--- src/rtl/slle_pkg.sv ---
// Shared types and codes for the sequential list engine.
// No dependencies; compile first.
package slle_pkg;

    // Width of cell index fields, enough for the largest supported list
    localparam int IDX_W = 17;

    typedef enum logic [2:0] {
        ACT_INSERT       = 3'd0,
        ACT_DELETE_AT    = 3'd1,
        ACT_FIND         = 3'd2,
        ACT_COUNT        = 3'd3,
        ACT_DEDUP        = 3'd4,
        ACT_DELETE_RANGE = 3'd5
    } action_t;

    typedef enum logic [1:0] {
        ST_IDLE,
        ST_PASS,
        ST_DEDUP,
        ST_RESULT
    } state_t;

    typedef enum logic [1:0] {
        CELL_HOLD,
        CELL_INSERT,
        CELL_DELETE,
        CELL_PASS
    } cell_op_t;

    // Broadcast control for the cell row
    typedef struct packed {
        cell_op_t           op;
        logic [IDX_W-1:0]   target;
        logic               keep;
        logic signed [31:0] data;
    } cell_ctrl_t;

endpackage

--- src/rtl/slle_cell.sv ---
// One list cell: holds a single entry and trades it with its neighbors.
// Depends on slle_pkg.
module slle_cell
    import slle_pkg::*;
#(
    parameter int INDEX = 0
)
(
    input  logic               clk,
    input  logic signed [31:0] left_val,
    input  logic signed [31:0] right_val,
    input  cell_ctrl_t         ctrl,
    output logic signed [31:0] val
);

    localparam logic [IDX_W-1:0] MY_IDX = IDX_W'(INDEX);

    logic signed [31:0] val_reg;
    logic signed [31:0] val_next;

    // Insert opens a slot, delete closes one, a pass rotates toward cell 0
    always_comb
    begin
        val_next = val_reg;
        unique case (ctrl.op)
            CELL_INSERT:
            begin
                if (MY_IDX == ctrl.target)
                    val_next = ctrl.data;
                else if (MY_IDX > ctrl.target)
                    val_next = left_val;
            end
            CELL_DELETE:
            begin
                if (MY_IDX >= ctrl.target)
                    val_next = right_val;
            end
            CELL_PASS:
            begin
                if (ctrl.keep && MY_IDX == ctrl.target)
                    val_next = ctrl.data;
                else
                    val_next = right_val;
            end
            default: val_next = val_reg;
        endcase
    end

    always_ff @(posedge clk)
    begin
        val_reg <= val_next;
    end

    assign val = val_reg;

endmodule

--- config.mk ---
export PLATFORM = sky130hd
export DESIGN_NAME = slle_cell
export DESIGN_NICKNAME = d
export VERILOG_FILES = /design/src/rtl/slle_pkg.sv /design/src/rtl/slle_cell.sv
export SDC_FILE = /design/constraint.sdc
export NUM_CORES = 1
export LEC_CHECK = 0
export BUFFER_PORTS_ARGS = -buffer_cell sky130_fd_sc_hd__buf_2
export CORE_UTILIZATION = 40
export DETAILED_ROUTE_END_ITERATION = 7
export GPL_TIMING_DRIVEN = 0
export PLACE_DENSITY_LB_ADDON = 0.25
export SLEW_MARGIN = 30
export SYNTH_ARGS = -nofsm -noshare
export SYNTH_HDL_FRONTEND = slang
export SYNTH_SLANG_ARGS = --single-unit
--- constraint.sdc ---
create_clock -name clk -period 2.3 [get_ports clk]
set_clock_uncertainty 0.15 [all_clocks]
set_input_delay 0 -clock clk [delete_from_list [all_inputs] [get_ports clk]]
set_output_delay 0 -clock clk [all_outputs]
set_load 0.01 [all_outputs]
* Yosys cells after proc, flatten, opt, wreduce, memory -nomap -nowiden
Cells that the tools add are included.
Storage, ports and cells: register bits after elaboration 32, latch bits 0, memory bits (writable) 0, bits in read-only memories 0, memories 0
Operators by class: add/subtract/negate cells 0, multipliers 0, div/mod/pow operators 0, $lt $le $gt $ge 2, equal/unequal tests 5, shift operators 0, mux-type cells 5, bitwise operators 0, reduce and logical (&&, ||, !) cells 4
Operators with widths (count):
- 2-to-1 mux 32 bit | 4
- case mux 32 bit (3 select lines) | 1
- greater-or-equal comparator 1 x 17 -> 1 bit, first input constant | 1
- > comparator 1 x 17 -> 1 bit, first input constant | 1
- logical NOT 17 bit | 1
- equality test 2 bit, second input constant | 2
- != test 3 bit, second input constant | 1
- AND reduction 3 bit | 1
- nonzero test 3 bit | 1
- equality test 2 x 1 -> 1 bit, second input constant | 1
- != test 2 bit, second input constant | 1
- logical AND 1 bit | 1

* Logic depth before layout (Yosys ltp)
depth after elaboration 4, gate-level depth with buffers 7

* Worst setup path after synthesis
OpenSTA, ideal clock, no wires.
kind input -> register, from input ctrl[37] (netlist name), to register val_reg[0], in the netlist val[0], enable pin, arrival time 1.485 ns, slack 0.272 ns, cell stages on the path 4, cells stage by stage nor4_1 > nand3_1 > nor2_1 > maj3_1
Between the ends: longest elaborated chain between the ends 3, elaborated cells between the ends (all ways) 6, those cells by class 2 x order compare; 2 x eq/ne; 2 x reduce/logical
Ends and longest elaborated chain:
- start, declared | line slle_cell.sv:12 | input cell_ctrl_t ctrl,
- > comparator 1 x 17 -> 1 bit (tied with other cells) | line slle_cell.sv:30 | else if (MY_IDX > ctrl.target)
- != test 3 bit (no source line) / != test 2 bit (equally long branches)
- AND reduction 3 bit (no source line) *
- end signal, assigned | line slle_cell.sv:51 | val_reg <= val_next;
- end, declared | line slle_cell.sv:18 | logic signed [31:0] val_reg;
Mark *: on every way between the ends. The rest lies on a longest branch, timed or not. A chain may end at the register's enable or synchronous reset.

* Worst setup path in the final report
from input ctrl[37] (netlist name), to register val_reg[25], in the netlist val[25] (data pin)
Between the ends: longest elaborated chain between the ends 4, elaborated cells between the ends (all ways) 5, those cells by class 3 x mux; 2 x reduce/logical
Ends and longest elaborated chain:
- logical NOT 17 bit * | line slle_cell.sv:28, slle_cell.sv:40
- logical AND 1 bit | line slle_cell.sv:40 | if (ctrl.keep && MY_IDX == ctrl.target)
- 2-to-1 mux 32 bit | line slle_cell.sv:40
- case mux 32 bit (3 select lines) * | line slle_cell.sv:25 | unique case (ctrl.op)
- via val_next[25] | line slle_cell.sv:19 | logic signed [31:0] val_next;
The timed path passes the listed nets; every way through them passes the cells marked *.

==> flow_summary.json <==
{
  "tightest_slew_ns": 0.510,
  "outcome": "completed",
  "cp_slowest_stage_delay_ns": 0.56,
  "grt_pass1_wl_mm": 11.4,
  "ys_seq_area_frac": 0.485,
  "syn_to_final_growth_pct": 81.7,
  "hold-path-cell-count": 3,
  "maxCapViolations": 0,
  "drtIter0Drc": 159,
  "swShare": 0.250,
  "drt_pass1_iterations": 5,
  "chipWidth_um": 72.4,
  "dieArea_mm2": 0.00524,
  "ys_types": 19,
  "place_hpwl_mm": 4.75,
  "nets": 536,
  "design_area_mm2": 0.00360,
  "layout_min_cycle_time_ns": 2.23,
  "root_buffer": "clkbuf_8",
  "path_delay_family": "buffers and inverters",
  "critPathLaunchType": "primary input",
  "grt_setup_unrepaired": "false",
  "path_class": "in -> reg",
  "vias_per_cell": 5.54,
  "synth_top_area_frac": 0.485,
  "min_from": "left_val[17]",
  "slew_headroom": 0.660,
  "drv_slew": 0,
  "start_util": 0.417,
  "p_comb_frac": 0.268,
  "grt_max_degree": 20,
  "diodes": 0,
  "ant_nets": 0,
  "avgSynthCellArea_um2": 10.1,
  "synth_nets": 314,
  "synthTopCellsByArea": "edfxtp_1 49%, o221a_1 17%, nor4_1 11%, a21oi_1 7.8%, nor2_1 6.3%",
  "grt_pass1_vias": 2687,
  "clk_pin_slew_worst_paths_ns": 0.07,
  "clock.fmax_ghz": 0.449,
  "p_leak_uw": 0.00146,
  "endpoint_kind": "register",
  "port_buffers": 147,
  "cts_sinks": 32,
  "largest_reg_flops": 32,
  "cp.arrival_ns": 2.11,
  "yosys_warnings": 0,
  "drive_above_1_share": 0.411,
  "io_pins": 149,
  "fill_cells": 365,
  "cts_htree_levels": 2,
  "hold_end": "val[17]",
  "vias": 2691,
  "power_uw": 1510,
  "ys_seq_elements": 32,
  "grt_overflow": 0,
  "path_buf_inv": 4,
  "clockBufferDepth": 2,
  "critPathSlowestCell": "dlygate4sd3_1",
  "pwr-share-clk": 0.267,
  "power.internal_uw": 1140,
  "netlist_instances": 197,
  "antenna_found_initial": 0,
  "fp.dieH_um": 72.4,
  "hold_viol_final": 0,
  "coreArea_mm2": 0.00475,
  "p_sw_uw": 378,
  "grt_util_all_layers": 0.282,
  "setup_viol": 0,
  "power_density_mw_per_mm2": 421,
  "cpMostUsedCell": "buf_2",
  "required_ns": 2.18,
  "period_share": 0.967,
  "yosysTopAreaCell": "edfxtp_1",
  "wl_per_cell_um": 15.3,
  "drc": 0,
  "placed_area_mm2": 0.00283,
  "path_max_fanout": 10,
  "rows": 25,
  "path_cells": "buf_2 > nor4_2 > nand3_2 > or3_1 > buf_2 > buf_2 > o221a_1 > dlygate4sd3_1",
  "cts_made_buffers": 5,
  "place.gp.congestion": 0.819,
  "ir_worst_vdd_uv": 234,
  "startpoint": "ctrl[37]",
  "routed_wl_mm": 7.45,
  "synth_area_mm2": 0.00198,
  "cts_tree": "built",
  "hp-class": "in -> reg",
  "p_seq_frac": 0.464
}
==> cells in the mapped netlist (all sizes together) <==
cell type and count:
nor4 34, nor2 33, edfxtp 32, a21oi 31, o221a 31, clkbuf 16
buf 8, nand2 3, nor3 3, a211oi 1, and3b 1, maj3 1
nand3 1, or2 1, or3 1
==> power groups by stage <==
stage	Sequential [µW]	Clock, µW	Combinational [µW]
2_1_floorplan	741	0	104
3_3_place_gp	715	0	289
3_5_place_dp	715	0	301
4_1_cts	703	417	392
5_1_grt	707	423	438
6_report	703	405	406
==> metal layers <==
metal | track usage | part of all wire
met5 | 0 | 0
met3 | 0.0583 | 0.066
met2 | 0.514 | 0.54
met4 | 0.133 | 0.023
met1 | 0.311 | 0.37
==> cells by family after synthesis <==
kind of cell             after synthesis  share of synthesized area
adder cells (fa/ha/maj)                1                    0.00505
flip-flops                            32                      0.485
AO/OA/AOI/OAI                         63                      0.258
AND/OR/NAND/NOR                       77                      0.198
buffers and inverters                 24                     0.0537
==> layout make-up <==
class / instances / area [µm²] / share of cell area
flip-flops and latches: 32 / 961 / 0.267
clock inverters: 1 / 5.00 / 0.00139
plain buffers: 24 / 106 / 0.0295
multi-input cells: 141 / 947 / 0.263
repair buffers: 215 / 1420 / 0.396
well taps: 67 / 83.8 / 0.0233
clock buffers: 6 / 72.6 / 0.0202
==> metrics by stage <==
step | std cells | setup slack [ns] | utilization | setup TNS [ns] | hold WS, ns
after floorplan | 197 | 0.272 | - | 0 | 0.101
after global placement | 411 | -0.379 | 0.589 | -12.11 | 0.187
after global routing | 486 | 0.00330 | 0.757 | 0 | 0.0322
after CTS | 482 | 0.0132 | 0.744 | 0 | 0.00757
final | 486 | 0.0748 | 0.757 | 0 | 0.0132
after detailed placement | 412 | 0.245 | 0.595 | 0 | 0.190
==> placed cells by master (no fill, tap or decap), types with 2 or more instances in the layout <==
cell type      instances
buf_4                  7
dlygate4sd3_1         63
nor4_2                 2
nor3_1                 3
clkbuf_8               5
nand2_1                2
a21oi_1               31
edfxtp_1              32
nor4_1                31
clkbuf_1              17
buf_2                151
nor2_1                33
o221a_1               30
==> timing repair <==
item                                    in CTS  in global routing
setup buffers                                0                  4
hold endpoints to repair                    32                  0
endpoints found under the setup margin       0                 12
resized for setup                            0                  5
hold buffers                                63                  0
==> tightest hold or removal path, cell delays in order <==
cell    delay, ns
buf_2        0.08
nor3_1       0.04
nor3_1       0.18
==> worst max path at each step <==
stage / to / slack, ns / cells after the start
after global placement: val[16] / -0.38 / 5
after CTS: val[31] / 0.01 / 8
final: val[25] / 0.07 / 8
after detailed placement: val[30] / 0.24 / 7
after global routing: val[24] / 0.003 / 8
after floorplan: val[0] / 0.27 / 4
No activity file was read; power rests on OpenSTA's default activity.
